File: src/rtl/jrc_pkg.sv
`timescale 1ns / 1ps
`default_nettype none

package jrc_pkg;

  // Decoding and calibration constants
  localparam logic [7:0] DEC_KEY      = 8'h17;
  localparam logic [7:0] CENTER_RESET = 8'd122;
  localparam logic [2:0] FULL_COUNT   = 3'd6;
  localparam int         BTN_C_BIT    = 1;
  localparam int         BTN_Z_BIT    = 0;

  // Percent scale and divider quotient width (quotient stays below 128)
  localparam logic signed [7:0] PCT_FULL = 8'sd100;
  localparam int                QUO_BITS = 7;
  localparam int                NUM_BITS = 15;

  // Calibration mode register codes
  typedef enum logic [1:0] {
    CAL_NORMAL = 2'd0,
    CAL_CENTER = 2'd1,
    CAL_RANGE  = 2'd2,
    CAL_BOTH   = 2'd3
  } cal_mode_t;

  // One raw controller report
  typedef struct packed {
    logic [7:0] raw_b0;
    logic [7:0] raw_b1;
    logic [7:0] raw_b2;
    logic [7:0] raw_b3;
    logic [7:0] raw_b4;
    logic [7:0] raw_b5;
    logic [2:0] byte_count;
  } in_item_t;

  // One decoded and calibrated result
  typedef struct packed {
    logic              report_ok;
    logic [7:0]        joy_x;
    logic [7:0]        joy_y;
    logic [9:0]        accel_x;
    logic [9:0]        accel_y;
    logic [9:0]        accel_z;
    logic              c_pressed;
    logic              z_pressed;
    logic signed [7:0] pct_x;
    logic signed [7:0] pct_y;
    logic              cal_done;
  } out_item_t;

  // Per-axis division job: numerator is deflection*100
  typedef struct packed {
    logic                zero;
    logic                neg;
    logic                sat;
    logic [NUM_BITS-1:0] num;
    logic [7:0]          span;
  } axis_job_t;

  // Queue entry between front and back
  typedef struct packed {
    logic       report_ok;
    logic [7:0] joy_x;
    logic [7:0] joy_y;
    logic [9:0] accel_x;
    logic [9:0] accel_y;
    logic [9:0] accel_z;
    logic       c_pressed;
    logic       z_pressed;
    logic       cal_done;
    axis_job_t  ax_x;
    axis_job_t  ax_y;
  } job_t;

endpackage

`default_nettype wire

File: src/rtl/jrc_front.sv
`timescale 1ns / 1ps
`default_nettype none

module jrc_front (
  input  wire               clk,
  input  wire               rst_n,
  input  wire               in_valid,
  output logic              in_ready,
  input  jrc_pkg::in_item_t in_data,
  input  wire               cfg_valid,
  output logic              cfg_ready,
  input  wire [1:0]         cfg_data,
  output logic              push_valid,
  input  wire               push_ready,
  output jrc_pkg::job_t     push_data
);
  import jrc_pkg::*;

  typedef enum logic [3:0] {
    PH_CENTER_START = 4'b0001,
    PH_CENTER_CAP   = 4'b0010,
    PH_RANGE_ARM    = 4'b0100,
    PH_RANGE_CAP    = 4'b1000
  } cal_phase_t;

  function automatic logic [7:0] dec_byte(input logic [7:0] b);
    return (b ^ DEC_KEY) + DEC_KEY;
  endfunction

  function automatic axis_job_t axis_job(input logic [7:0] j, input logic [7:0] c,
                                         input logic [7:0] mn, input logic [7:0] mx);
    axis_job_t  a;
    logic [7:0] diff;
    logic [7:0] span;
    logic       span_ok;
    a = '0;
    if (j < c) begin
      diff    = c - j;
      span    = c - mn;
      span_ok = c > mn;
      a.neg   = 1'b1;
    end else begin
      diff    = j - c;
      span    = mx - c;
      span_ok = mx > c;
    end
    a.zero = (j == c);
    // deflection at or past the bound also lands on full scale
    a.sat  = !span_ok || (diff >= span);
    a.num  = (NUM_BITS'(diff) << 6) + (NUM_BITS'(diff) << 5) + (NUM_BITS'(diff) << 2);
    a.span = span;
    return a;
  endfunction

  cal_mode_t  mode_r, mode_nxt;
  cal_phase_t phase_r, phase_nxt;
  logic       fin_r, fin_nxt;
  logic       pend_r, pend_nxt;
  logic       ok_r, ok_nxt;
  logic [7:0] joy_x_r, joy_x_nxt, joy_y_r, joy_y_nxt;
  logic [9:0] acc_x_r, acc_x_nxt, acc_y_r, acc_y_nxt, acc_z_r, acc_z_nxt;
  logic       c_r, c_nxt, z_r, z_nxt;
  logic [7:0] cen_x_r, cen_x_nxt, cen_y_r, cen_y_nxt;
  logic [7:0] min_x_r, min_x_nxt, min_y_r, min_y_nxt;
  logic [7:0] max_x_r, max_x_nxt, max_y_r, max_y_nxt;

  logic       in_acc;
  logic       full;
  logic       center_done;
  logic [7:0] b5;

  assign in_ready   = !pend_r;
  assign cfg_ready  = 1'b1;
  assign push_valid = pend_r;
  assign in_acc     = in_valid && in_ready;
  assign full       = in_data.byte_count >= FULL_COUNT;
  assign b5         = dec_byte(in_data.raw_b5);

  // Decode, hold and calibrate on each accepted report
  always_comb begin
    mode_nxt    = mode_r;
    phase_nxt   = phase_r;
    fin_nxt     = fin_r;
    pend_nxt    = pend_r;
    ok_nxt      = ok_r;
    joy_x_nxt   = joy_x_r;
    joy_y_nxt   = joy_y_r;
    acc_x_nxt   = acc_x_r;
    acc_y_nxt   = acc_y_r;
    acc_z_nxt   = acc_z_r;
    c_nxt       = c_r;
    z_nxt       = z_r;
    cen_x_nxt   = cen_x_r;
    cen_y_nxt   = cen_y_r;
    min_x_nxt   = min_x_r;
    min_y_nxt   = min_y_r;
    max_x_nxt   = max_x_r;
    max_y_nxt   = max_y_r;
    center_done = 1'b0;

    if (push_valid && push_ready) begin
      pend_nxt = 1'b0;
    end

    if (in_acc) begin
      pend_nxt = 1'b1;
      ok_nxt   = full;
      if (full) begin
        joy_x_nxt = dec_byte(in_data.raw_b0);
        joy_y_nxt = dec_byte(in_data.raw_b1);
        acc_x_nxt = {dec_byte(in_data.raw_b2), b5[3:2]};
        acc_y_nxt = {dec_byte(in_data.raw_b3), b5[5:4]};
        acc_z_nxt = {dec_byte(in_data.raw_b4), b5[7:6]};
        c_nxt     = !b5[BTN_C_BIT];
        z_nxt     = !b5[BTN_Z_BIT];
      end
      if (mode_r != CAL_NORMAL && !fin_r) begin
        case (phase_r)
          PH_CENTER_START: begin
            if (c_nxt) center_done = 1'b1;
            else       phase_nxt   = PH_CENTER_CAP;
          end
          PH_CENTER_CAP: begin
            cen_x_nxt = joy_x_nxt;
            cen_y_nxt = joy_y_nxt;
            if (c_nxt) center_done = 1'b1;
          end
          PH_RANGE_ARM: begin
            if (!c_nxt) phase_nxt = PH_RANGE_CAP;
          end
          PH_RANGE_CAP: begin
            if (joy_x_nxt > max_x_r) max_x_nxt = joy_x_nxt;
            if (joy_x_nxt < min_x_r) min_x_nxt = joy_x_nxt;
            if (joy_y_nxt > max_y_r) max_y_nxt = joy_y_nxt;
            if (joy_y_nxt < min_y_r) min_y_nxt = joy_y_nxt;
            if (c_nxt) fin_nxt = 1'b1;
          end
          default: phase_nxt = PH_CENTER_START;
        endcase
        if (center_done) begin
          if (mode_r == CAL_BOTH) phase_nxt = PH_RANGE_ARM;
          else                    fin_nxt   = 1'b1;
        end
      end
    end

    // Mode write restarts calibration
    if (cfg_valid && cfg_ready) begin
      mode_nxt  = cal_mode_t'(cfg_data);
      fin_nxt   = 1'b0;
      phase_nxt = (cal_mode_t'(cfg_data) == CAL_RANGE) ? PH_RANGE_ARM : PH_CENTER_START;
    end
  end

  always_ff @(posedge clk) begin
    if (!rst_n) begin
      mode_r  <= CAL_NORMAL;
      phase_r <= PH_CENTER_START;
      fin_r   <= 1'b0;
      pend_r  <= 1'b0;
      ok_r    <= 1'b0;
      joy_x_r <= '0;
      joy_y_r <= '0;
      acc_x_r <= '0;
      acc_y_r <= '0;
      acc_z_r <= '0;
      c_r     <= 1'b0;
      z_r     <= 1'b0;
      cen_x_r <= CENTER_RESET;
      cen_y_r <= CENTER_RESET;
      min_x_r <= CENTER_RESET;
      min_y_r <= CENTER_RESET;
      max_x_r <= CENTER_RESET;
      max_y_r <= CENTER_RESET;
    end else begin
      mode_r  <= mode_nxt;
      phase_r <= phase_nxt;
      fin_r   <= fin_nxt;
      pend_r  <= pend_nxt;
      ok_r    <= ok_nxt;
      joy_x_r <= joy_x_nxt;
      joy_y_r <= joy_y_nxt;
      acc_x_r <= acc_x_nxt;
      acc_y_r <= acc_y_nxt;
      acc_z_r <= acc_z_nxt;
      c_r     <= c_nxt;
      z_r     <= z_nxt;
      cen_x_r <= cen_x_nxt;
      cen_y_r <= cen_y_nxt;
      min_x_r <= min_x_nxt;
      min_y_r <= min_y_nxt;
      max_x_r <= max_x_nxt;
      max_y_r <= max_y_nxt;
    end
  end

  // Classify each axis from the updated state
  always_comb begin
    push_data           = '0;
    push_data.report_ok = ok_r;
    push_data.joy_x     = joy_x_r;
    push_data.joy_y     = joy_y_r;
    push_data.accel_x   = acc_x_r;
    push_data.accel_y   = acc_y_r;
    push_data.accel_z   = acc_z_r;
    push_data.c_pressed = c_r;
    push_data.z_pressed = z_r;
    push_data.cal_done  = fin_r;
    push_data.ax_x      = axis_job(joy_x_r, cen_x_r, min_x_r, max_x_r);
    push_data.ax_y      = axis_job(joy_y_r, cen_y_r, min_y_r, max_y_r);
  end

  // Calibration can only finish while a capture mode is active
  a_fin_needs_mode: assert property (@(posedge clk) disable iff (!rst_n)
    $rose(fin_r) |-> $past(mode_r) != CAL_NORMAL)
    else $error("calibration finished in normal mode");

  // Range bounds never cross the reset center from the wrong side
  a_bounds_order: assert property (@(posedge clk) disable iff (!rst_n)
    (min_x_r <= max_x_r) && (min_y_r <= max_y_r))
    else $error("range bounds inverted");

  // A new report is only taken once the previous one is queued
  a_no_overrun: assert property (@(posedge clk) disable iff (!rst_n)
    (pend_r && !push_ready) |=> pend_r && $stable(ok_r))
    else $error("pending report lost");

endmodule

`default_nettype wire

File: src/rtl/jrc_queue.sv
`timescale 1ns / 1ps
`default_nettype none

module jrc_queue #(
  parameter int DEPTH = 2
) (
  input  wire            clk,
  input  wire            rst_n,
  input  wire            push_valid,
  output logic           push_ready,
  input  jrc_pkg::job_t  push_data,
  output logic           pop_valid,
  input  wire            pop_ready,
  output jrc_pkg::job_t  pop_data
);
  import jrc_pkg::*;

  localparam int AW = $clog2(DEPTH);
  localparam int CW = $clog2(DEPTH + 1);

  job_t          mem_r [DEPTH];
  logic [AW-1:0] wr_ptr_r, wr_ptr_nxt;
  logic [AW-1:0] rd_ptr_r, rd_ptr_nxt;
  logic [CW-1:0] cnt_r, cnt_nxt;
  logic          do_push, do_pop;

  assign push_ready = cnt_r != CW'(DEPTH);
  assign pop_valid  = cnt_r != '0;
  assign pop_data   = mem_r[rd_ptr_r];
  assign do_push    = push_valid && push_ready;
  assign do_pop     = pop_valid && pop_ready;

  // Pointer wrap and occupancy
  always_comb begin
    wr_ptr_nxt = wr_ptr_r;
    rd_ptr_nxt = rd_ptr_r;
    cnt_nxt    = cnt_r;
    if (do_push) begin
      wr_ptr_nxt = (wr_ptr_r == AW'(DEPTH - 1)) ? '0 : wr_ptr_r + 1'b1;
    end
    if (do_pop) begin
      rd_ptr_nxt = (rd_ptr_r == AW'(DEPTH - 1)) ? '0 : rd_ptr_r + 1'b1;
    end
    if (do_push && !do_pop) cnt_nxt = cnt_r + 1'b1;
    else if (!do_push && do_pop) cnt_nxt = cnt_r - 1'b1;
  end

  always_ff @(posedge clk) begin
    if (!rst_n) begin
      wr_ptr_r <= '0;
      rd_ptr_r <= '0;
      cnt_r    <= '0;
    end else begin
      wr_ptr_r <= wr_ptr_nxt;
      rd_ptr_r <= rd_ptr_nxt;
      cnt_r    <= cnt_nxt;
    end
  end

  // Entry storage
  always_ff @(posedge clk) begin
    if (do_push) begin
      mem_r[wr_ptr_r] <= push_data;
    end
  end

  a_cnt_bound: assert property (@(posedge clk) disable iff (!rst_n)
    cnt_r <= CW'(DEPTH))
    else $error("queue occupancy out of range");

  a_ptr_track: assert property (@(posedge clk) disable iff (!rst_n)
    (cnt_r == '0) |-> (wr_ptr_r == rd_ptr_r))
    else $error("queue pointers disagree with empty count");

  a_cnt_step: assert property (@(posedge clk) disable iff (!rst_n)
    (do_push && !do_pop) |=> cnt_r == $past(cnt_r) + 1'b1)
    else $error("queue count missed a request");

endmodule

`default_nettype wire

File: src/rtl/jrc_back.sv
`timescale 1ns / 1ps
`default_nettype none

module jrc_back (
  input  wire                clk,
  input  wire                rst_n,
  input  wire                pop_valid,
  output logic               pop_ready,
  input  jrc_pkg::job_t      pop_data,
  output logic               out_valid,
  input  wire                out_ready,
  output jrc_pkg::out_item_t out_data
);
  import jrc_pkg::*;

  typedef enum logic [2:0] {
    S_IDLE = 3'b001,
    S_DIV  = 3'b010,
    S_DONE = 3'b100
  } bk_state_t;

  localparam int SW = $clog2(QUO_BITS);

  function automatic logic signed [7:0] axis_pct(input axis_job_t a,
                                                  input logic [QUO_BITS-1:0] q);
    logic signed [7:0] mag;
    mag = a.sat ? PCT_FULL : $signed(8'(q));
    if (a.zero)     return '0;
    else if (a.neg) return -mag;
    else            return mag;
  endfunction

  bk_state_t             state_r, state_nxt;
  job_t                  job_r, job_nxt;
  logic                  axis_r, axis_nxt;
  logic [SW-1:0]         step_r, step_nxt;
  logic [NUM_BITS-1:0]   rem_r, rem_nxt;
  logic [QUO_BITS-1:0]   quo_r, quo_nxt;
  logic signed [7:0]     pctx_r, pctx_nxt;
  logic signed [7:0]     pcty_r, pcty_nxt;
  logic                  out_valid_r, out_valid_nxt;
  out_item_t             out_data_r, out_data_nxt;

  axis_job_t             cur;
  logic [NUM_BITS-1:0]   trial;
  logic                  fits;
  logic [QUO_BITS-1:0]   quo_cur;
  logic [NUM_BITS-1:0]   rem_cur;
  logic signed [7:0]     pct_cur;

  assign pop_ready = state_r == S_IDLE;
  assign out_valid = out_valid_r;
  assign out_data  = out_data_r;

  // One restoring step of the shared divider
  assign cur     = axis_r ? job_r.ax_y : job_r.ax_x;
  assign trial   = NUM_BITS'(cur.span) << step_r;
  assign fits    = rem_r >= trial;
  assign rem_cur = fits ? rem_r - trial : rem_r;
  assign quo_cur = quo_r | (QUO_BITS'(fits) << step_r);
  assign pct_cur = axis_pct(cur, quo_cur);

  always_comb begin
    state_nxt     = state_r;
    job_nxt       = job_r;
    axis_nxt      = axis_r;
    step_nxt      = step_r;
    rem_nxt       = rem_r;
    quo_nxt       = quo_r;
    pctx_nxt      = pctx_r;
    pcty_nxt      = pcty_r;
    out_valid_nxt = out_valid_r;
    out_data_nxt  = out_data_r;

    if (out_valid_r && out_ready) out_valid_nxt = 1'b0;

    case (state_r)
      S_IDLE: begin
        if (pop_valid) begin
          job_nxt   = pop_data;
          axis_nxt  = 1'b0;
          step_nxt  = SW'(QUO_BITS - 1);
          rem_nxt   = pop_data.ax_x.num;
          quo_nxt   = '0;
          state_nxt = S_DIV;
        end
      end
      S_DIV: begin
        rem_nxt  = rem_cur;
        quo_nxt  = quo_cur;
        step_nxt = step_r - 1'b1;
        if (step_r == '0) begin
          if (!axis_r) begin
            // X done, start Y
            pctx_nxt = pct_cur;
            axis_nxt = 1'b1;
            step_nxt = SW'(QUO_BITS - 1);
            rem_nxt  = job_r.ax_y.num;
            quo_nxt  = '0;
          end else begin
            pcty_nxt  = pct_cur;
            state_nxt = S_DONE;
          end
        end
      end
      S_DONE: begin
        // Load the output register once it is free or being drained
        if (!out_valid_r || out_ready) begin
          out_data_nxt.report_ok = job_r.report_ok;
          out_data_nxt.joy_x     = job_r.joy_x;
          out_data_nxt.joy_y     = job_r.joy_y;
          out_data_nxt.accel_x   = job_r.accel_x;
          out_data_nxt.accel_y   = job_r.accel_y;
          out_data_nxt.accel_z   = job_r.accel_z;
          out_data_nxt.c_pressed = job_r.c_pressed;
          out_data_nxt.z_pressed = job_r.z_pressed;
          out_data_nxt.cal_done  = job_r.cal_done;
          out_data_nxt.pct_x     = pctx_r;
          out_data_nxt.pct_y     = pcty_r;
          out_valid_nxt          = 1'b1;
          state_nxt              = S_IDLE;
        end
      end
      default: state_nxt = S_IDLE;
    endcase
  end

  always_ff @(posedge clk) begin
    if (!rst_n) begin
      state_r     <= S_IDLE;
      out_valid_r <= 1'b0;
    end else begin
      state_r     <= state_nxt;
      out_valid_r <= out_valid_nxt;
    end
  end

  always_ff @(posedge clk) begin
    job_r      <= job_nxt;
    axis_r     <= axis_nxt;
    step_r     <= step_nxt;
    rem_r      <= rem_nxt;
    quo_r      <= quo_nxt;
    pctx_r     <= pctx_nxt;
    pcty_r     <= pcty_nxt;
    out_data_r <= out_data_nxt;
  end

  a_pct_range: assert property (@(posedge clk) disable iff (!rst_n)
    out_valid_r |-> (out_data_r.pct_x >= -PCT_FULL) && (out_data_r.pct_x <= PCT_FULL)
                 && (out_data_r.pct_y >= -PCT_FULL) && (out_data_r.pct_y <= PCT_FULL))
    else $error("percent outside full scale");

  a_out_from_done: assert property (@(posedge clk) disable iff (!rst_n)
    $rose(out_valid_r) |-> $past(state_r == S_DONE))
    else $error("result shown without a finished division");

  a_rem_bound: assert property (@(posedge clk) disable iff (!rst_n)
    (state_r == S_DIV && !cur.sat) |-> rem_r < (NUM_BITS'(cur.span) << (step_r + 1'b1)))
    else $error("divider remainder out of range");

endmodule

`default_nettype wire

File: src/rtl/joystick_report_calibrator.sv
`timescale 1ns / 1ps
`default_nettype none

// Channel  Direction  Handshake                  Payload
// in_      input      in_valid / in_ready        in_data  (raw report, byte count)
// out_     output     out_valid / out_ready      out_data (decoded values, percents)
// cfg_     input      cfg_valid / cfg_ready      cfg_data (calibration mode)
//
// After a report is accepted, the accepting edge registers decode and
// calibration; the report is then queued, popped by the back, divided in the
// shared restoring divider (7 quotient bits per axis, X then Y) and loaded
// into the output register. The back pops a new report only once it is idle
// again; the front takes the next report while the back runs and the queue has room.
// Reset is synchronous and active low; cfg_ready is always high.
// A waiting result stalls the back; the queue keeps the front moving until it fills.

module joystick_report_calibrator #(
  parameter int QUEUE_DEPTH = 2
) (
  input  wire                clk,
  input  wire                rst_n,
  input  wire                in_valid,
  output logic               in_ready,
  input  jrc_pkg::in_item_t  in_data,
  output logic               out_valid,
  input  wire                out_ready,
  output jrc_pkg::out_item_t out_data,
  input  wire                cfg_valid,
  output logic               cfg_ready,
  input  wire [1:0]          cfg_data
);
  import jrc_pkg::*;

  logic push_valid, push_ready;
  job_t push_data;
  logic pop_valid, pop_ready;
  job_t pop_data;

  jrc_front u_front (
    .clk        (clk),
    .rst_n      (rst_n),
    .in_valid   (in_valid),
    .in_ready   (in_ready),
    .in_data    (in_data),
    .cfg_valid  (cfg_valid),
    .cfg_ready  (cfg_ready),
    .cfg_data   (cfg_data),
    .push_valid (push_valid),
    .push_ready (push_ready),
    .push_data  (push_data)
  );

  jrc_queue #(
    .DEPTH (QUEUE_DEPTH)
  ) u_queue (
    .clk        (clk),
    .rst_n      (rst_n),
    .push_valid (push_valid),
    .push_ready (push_ready),
    .push_data  (push_data),
    .pop_valid  (pop_valid),
    .pop_ready  (pop_ready),
    .pop_data   (pop_data)
  );

  jrc_back u_back (
    .clk       (clk),
    .rst_n     (rst_n),
    .pop_valid (pop_valid),
    .pop_ready (pop_ready),
    .pop_data  (pop_data),
    .out_valid (out_valid),
    .out_ready (out_ready),
    .out_data  (out_data)
  );

endmodule

`default_nettype wire

File: config.mk
export PLATFORM = sky130hd
export DESIGN_NAME = joystick_report_calibrator
export DESIGN_NICKNAME = d
export VERILOG_FILES = /design/src/rtl/jrc_pkg.sv /design/src/rtl/jrc_front.sv /design/src/rtl/jrc_queue.sv /design/src/rtl/jrc_back.sv /design/src/rtl/joystick_report_calibrator.sv
export SDC_FILE = /design/constraint.sdc
export NUM_CORES = 1
export LEC_CHECK = 0
export BUFFER_PORTS_ARGS = -buffer_cell sky130_fd_sc_hd__buf_4
export CORE_ASPECT_RATIO = 1.4
export CORE_MARGIN = 1
export CORE_UTILIZATION = 48
export DETAILED_ROUTE_END_ITERATION = 8
export PLACE_DENSITY_LB_ADDON = 0.2
export SLEW_MARGIN = 20
export SYNTH_ARGS = -nofsm -noshare
export SYNTH_HDL_FRONTEND = slang
export SYNTH_SLANG_ARGS = --single-unit
File: constraint.sdc
create_clock -name clk -period 9.75 [get_ports clk]
set_clock_uncertainty 0.1 [all_clocks]
set_input_delay 0.4875 -clock clk [delete_from_list [all_inputs] [get_ports clk]]
set_output_delay 0.4875 -clock clk [all_outputs]
set_load 0.01 [all_outputs]
Word level (Yosys, flattened, before mapping)
Memories as Yosys holds them, arrays and structs flattened. A register that Yosys moved wholly into a read port is not among the register bits.
Cells that the tools add are included.
Storage, ports and cells
  memory bits (writable): 204
  output and inout bits: 69
  word-level logic and storage cells: 240
  bits of input ports: 58
  memories kept: 1
  bits in registers: 323
Operators by class
  multiplexer cells: 69
  bitwise gates (word level): 9
  eq/ne operators: 16
  shift operators: 2
  magnitude comparators: 14
  add/sub/neg operators: 25
  reduce and logical (&&, ||, !) cells: 45
Memory list
  u_queue.mem_r: words 2, bits a word 102, rd ports 1, clocked after Yosys merged registers in 1, write ports 1, line jrc_queue.sv:21  | job_t mem_r [DEPTH];
Operators by type and width (count)
  $mux W8: 10
  $sub A8 B8 Y8: 8
  $mux W15: 4
  $add A8 B5 Y8 const B: 6
  $gt A8 B8 Y1: 6
  $lt A8 B8 Y1: 4
  $add A14 B13 Y15: 2
  $add A15 B10 Y15: 2
  $pmux W15 S2: 1
  $mux W4: 7
  $mux W7: 4
  $mux W1: 27
  $mux W26: 1
  $mux W3: 8
  $not A4 Y4: 6
  $reduce_and A4 Y1: 5
  $eq A8 B8 Y1: 2
  $ge A8 B8 Y1: 2
  $ge A15 B15 Y1: 1
  $shl A8 B3 Y15: 1
  $sub A15 B15 Y15: 1
  $pmux W7 S2: 1
  $reduce_bool A2 Y1: 7
  $pmux W4 S3: 1
  other kinds (30): 63

Depth between registers and ports, before layout
  depth in word-level cells: 13
  gate-level depth with buffers: 24
  depth with buffers taken out: 23

Hierarchy
Synthesis repeated with hierarchy kept, for this count alone.
Second synthesis, totals
  cell total of the unflattened synthesis: 2064
  area total of the unflattened synthesis: 25293.0 sq um
Modules (own cells, without submodules)
  jrc_front: instances 1, area each 9496.6 sq um, sequential area each 2102.0 sq um, cells each 1169
  jrc_back: instances 1, area each 8171.6 sq um, sequential area each 5935.7 sq um, cells each 554
  jrc_queue: instances 1, area each 7624.8 sq um, sequential area each 6226.0 sq um, cells each 341

Worst setup path after synthesis
No wires, ideal clock.
  kind: register to register
  from: reg u_queue.cnt_r[0]
  to: mem u_queue.mem_r[0][0] (netlist name) (enable)
  buffers on the path: 0
  slack: 3990 ps
  cell stages (with the launch flop): 4
  arrival: 5093 ps
  library setup time: 567 ps
  period minus slack after synthesis: 5760 ps
  required time: 9083 ps
  path through: dfxtp_1 inv_1 a21oi_1 nor2b_1
On the way
  word-level cells in the longest chain between the ends: 4
RTL lines
  from (decl): line jrc_queue.sv:24  | logic [CW-1:0] cnt_r, cnt_nxt;
  from (signal assigned): line jrc_queue.sv:56  | cnt_r <= cnt_nxt;
  $ne A2 B2 Y1: line jrc_queue.sv:27  | assign push_ready = cnt_r != CW'(DEPTH);
  $logic_and A1 B1 Y1: line jrc_queue.sv:30  | assign do_push = push_valid && push_ready;
  via u_queue.do_push: line jrc_queue.sv:25  | logic do_push, do_pop;
  $mux W1: line jrc_queue.sv:62  | if (do_push) begin
  $mux W1 (implied by the code): line jrc_queue.sv:63  | mem_r[wr_ptr_r] <= push_data;
  to (decl): line jrc_queue.sv:21
The timed path passes the listed nets, and every way through them passes these cells.

Worst setup path after layout
  from: reg u_back.axis_r
  to: reg u_back.pcty_r[4], data pin
On the way
  word-level cells in the longest chain between the ends: 9
RTL lines
  from (decl): line jrc_back.sv:35  | logic axis_r, axis_nxt;
  from (signal assigned): line jrc_back.sv:140  | axis_r <= axis_nxt;
  $mux W26 *: line jrc_back.sv:56  | assign cur = axis_r ? job_r.ax_y : job_r.ax_x;
  $shl A8 B3 Y15: line jrc_back.sv:57  | assign trial = NUM_BITS'(cur.span) << step_r;
  $ge A15 B15 Y1: line jrc_back.sv:58  | assign fits = rem_r >= trial;
  $shl A1 B3 Y7: line jrc_back.sv:60  | assign quo_cur = quo_r | (QUO_BITS'(fits) << step_r);
  $or A7 B7 Y7: line jrc_back.sv:60
  $mux W7: line jrc_back.sv:27  | mag = a.sat ? PCT_FULL : $signed(8'(q));
  $neg A8 Y8: line jrc_back.sv:29  | else if (a.neg) return -mag;
  $mux W8: line jrc_back.sv:29
  $mux W8 *: line jrc_back.sv:28  | if (a.zero) return '0;
  via u_back.pct_cur[4]: line jrc_back.sv:49  | logic signed [7:0] pct_cur;
  to (signal assigned): line jrc_back.sv:145  | pcty_r <= pcty_nxt;
  to (decl): line jrc_back.sv:40  | logic signed [7:0] pcty_r, pcty_nxt;
The timed path passes the listed nets; every way through them passes the cells marked *.
A chain may end at the register's enable or synchronous reset.

==> qor.yml <==
rsz0062_at_grt: "false"
finalCritPeriodShare_pct: 60.7
fin_cells: 2785
row_count: 97
grt_use_total_pct: 19.9
p_comb_share_pct: 25.8
status: "finished, final reports clean"
netSwitchingPower_mw: 2.00
hold_depth: 2
critPathLaunch: "u_back.axis_r"
worst_pin_slew_ns: 0.958
drc: 0
cts_tree: "built"
gr-total-overflow: 0
drt-wirelength-per-cell_um: 18.3
fin_nets: 2337
hold_buffers: 0
grt_max_degree: 67
synth_cells: 1982
first_pass_iters: 5
drt_iter0_drc: 744
dp_hpwl_mm: 36.4
num_vias: 15228
power.share.clock_pct: 28.8
worst_path_dominant_cell_family: "compound AO/OA/AOI/OAI gates"
switching_share_pct: 30.6
hold_violations: 0
p_leak_nw: 10.5
hold_class: "input port to register"
fmax_mhz: 169
relSlewSlack_pct: 36.2
post_cts_resized: 0
ctsHtreeMaxLevel: 2
clkSinkCount: 503
cp-start-kind: "register"
r2r_setup_slack_ns: 3.83
antenna_found_initial: 0
final_core_util_pct: 55.0
dieWidth_um: 192
ant_nets: 0
nFillCells: 4232
crit_path_cell_trace: "mux2_2 -> o21ai_0 -> o21ai_0 -> a22oi_1 -> ha_1 -> a21oi_1 -> a21oi_1 -> o21ai_1 -> and3_1 -> nor2_2 -> a21oi_1 -> nand2b_1 -> ha_1 -> nand2_1 -> a211oi_1 -> nor2_1 -> a211o_1 -> and3_1"
netlist_area_um2: 24300
clkLatencyLatePin_ns: 0.58
syn_to_final_growth_pct: 13.2
synth_seq_cells: 503
drv_slew: 0
grt_pass1_vias: 15088
cp_max_fo: 19
portBuffers: 124
grt_pass1_wl_mm: 79.9
dp_cells: 2695
die_area_um2: 51500
synth-main-ff-cell: "edfxtp_1"
finalPower_mw: 6.53
ios: 127
drive_above_1_share_pct: 17.8
synth_edf_count: 389
start_util_pct: 48.6
cts_root_buffer: "clkbuf_16"
post_cts_buffers: 0
reg2reg_from: "u_back.axis_r"
crit_arrival_ns: 6.14
n_antenna_cell: 0
cts-buffers-inserted: 48
hold_path_startpoint: "cfg_valid"
pwr-share-seq_pct: 45.4
crit_top_cell: "a21oi_1"
fp.dieH_um: 268
vdd_drop_max_mv: 0.176
timing.setup.tns_ns: 0
min_delay_worst_endpoint: "u_front.phase_r[3]"
clk_path_buf_depth: 3
ys_warn_count: 0
period_minus_slack_ns: 5.92
endpoint_kind: "register"
drt_wl_total_mm: 51.0
required_ns: 9.97
slowest_stage: "edfxtp_1"
max_stage_delay_ns: 0.86
core_um2: 50000
p_int_mw: 4.53
finalWeightedCongestion: 0.859
rr_worst_depth: 18
syn_nets: 2217
drv_cap: 0
setup_viol: 0
postSynthAreaPerCell_um2: 12.3
r2r-end: "u_back.pcty_r[4]"
clkTransAtPathRegs_ns: 0.07
path_buf_inv: 0
avgViaCountPerCell: 5.47
synth_cell_types: 79
synth-async-reset-ratio_pct: 0
criticalPathCategory: "register to register"
powerDensity_nw_per_um2: 237
ys_seq_area_share_pct: 57.5
==> metrics by stage <==
step | instance area, um^2 | hold WS, ns | setup slack, ns
2_1_floorplan | 24300 | 0.300 | 3.99
3_3_place_gp | 25900 | 0.301 | 3.96
3_5_place_dp | 25900 | 0.305 | 3.84
4_1_cts | 27500 | 0.0251 | 3.82
5_1_grt | 27500 | 0.0384 | 3.37
6_report | 27500 | 0.0401 | 3.83
==> power by group through the flow <==
| stage | Clock (mW) | Combinational (mW) | Sequential (mW) |
|---|---|---|---|
| final | 1.88 | 1.69 | 2.97 |
| after floorplan | 0 | 1.34 | 2.93 |
| after global placement | 0 | 1.65 | 3.00 |
| after CTS | 1.93 | 1.70 | 2.97 |
| after detailed placement | 0 | 1.69 | 3.02 |
| after global routing | 2.01 | 1.88 | 3.00 |
==> area by class of cell <==
| type | instances | area (um^2) | area share [%] |
|---|---|---|---|
| Clock buffer | 59 | 1360 | 4.94 |
| Clock inverter | 31 | 262 | 0.951 |
| Inverter | 122 | 459 | 1.67 |
| Multi-Input combinational cell | 1288 | 9610 | 34.9 |
| Sequential cell | 503 | 14000 | 50.8 |
| Tap cell | 643 | 805 | 2.93 |
| Timing Repair Buffer | 139 | 1040 | 3.79 |
==> worst max-delay path by stage <==
stage                     endpoint  depth (start not counted)
2_1_floorplan  u_queue.mem_r[0][0]                          3
3_3_place_gp      u_back.pctx_r[4]                         18
3_5_place_dp      u_back.pcty_r[4]                         18
4_1_cts           u_back.pcty_r[4]                         18
5_1_grt           u_back.pcty_r[4]                         18
6_report          u_back.pcty_r[4]                         18
==> state kept, by name (all words and copies together) (netlist names), 8 cells and up, named ones only <==
name and count:
u_back.rem_r 15, u_back.pcty_r 8, u_front.cen_x_r 8, u_queue.mem_r 196, u_back.pctx_r 8, u_front.cen_y_r 8
u_front.acc_y_r 10, u_front.acc_z_r 10, u_front.joy_y_r 8, u_front.max_x_r 8, u_front.acc_x_r 10, u_front.min_x_r 8
u_back.out_data 66, u_front.joy_x_r 8, u_front.min_y_r 8, u_front.max_y_r 8, u_back.job_r 85
==> metal layers <==
layer	track usage, %	routed length [um]	up-vias
met5	0	0	-
met4	7.45	1640	0
met3	2.30	1440	91
met2	35.9	26900	236
met1	24.1	21000	7420
li1	-	-	7481
==> cell usage in the layout, fill, tap and decap left out, types with 11 or more instances in the layout <==
cell type,count
edfxtp_1,389
nand2_1,184
ha_1,158
buf_4,139
nor2_1,136
a21oi_1,127
mux2_2,118
inv_1,118
dfxtp_1,113
o21ai_0,67
clkbuf_16,52
xor2_1,51
xnor2_1,41
mux2i_1,36
a21o_1,36
a211oi_1,34
o211ai_1,31
nand3_1,25
nand2b_1,19
nand4_1,19
nor2b_1,19
fa_1,19
o22ai_1,15
nor3_1,15
clkinv_2,13
o21bai_1,13
or2_2,11
a31oi_1,11
==> logic make-up after synthesis <==
family	Yosys count	share of synthesized area (%)
other	1	0.0154
muxes	157	7.20
and+or+nand+nor	467	8.70
adders and majority gates	177	9.70
DFF	503	57.5
buffers and inverters	191	3.09
AOI/OAI and AO/OA	394	10.5
xor gates and xnor gates	92	3.32
==> cell usage after synthesis, types with 4 or more instances <==
library cell	number	area, um^2
a211oi_1	34	255
a21o_1	36	270
a21oi_1	127	636
a221oi_1	5	43.8
a22oi_1	4	30.0
a311oi_1	6	52.6
a31oi_1	11	68.8
and2_1	4	25.0
and3_1	6	37.5
buf_1	5	18.8
buf_2	6	30.0
clkbuf_1	53	199
dfxtp_1	114	2280
edfxtp_1	389	11700
fa_1	19	380
ha_1	158	1980
inv_1	119	447
mux2_2	118	1330
mux2i_1	36	360
nand2_1	185	694
nand2b_1	19	119
nand3_1	25	125
nand4_1	19	119
nor2_1	137	514
nor2b_1	21	131
nor3_1	15	75.1
nor3b_1	5	37.5
o211ai_1	31	233
o21a_1	8	60.1
o21ai_0	67	335
o21ai_1	5	25.0
o21bai_1	13	97.6
o22ai_1	15	93.8
or2_2	11	68.8
xnor2_1	41	359
xor2_1	51	447
(Power assumes the default switching activity.)
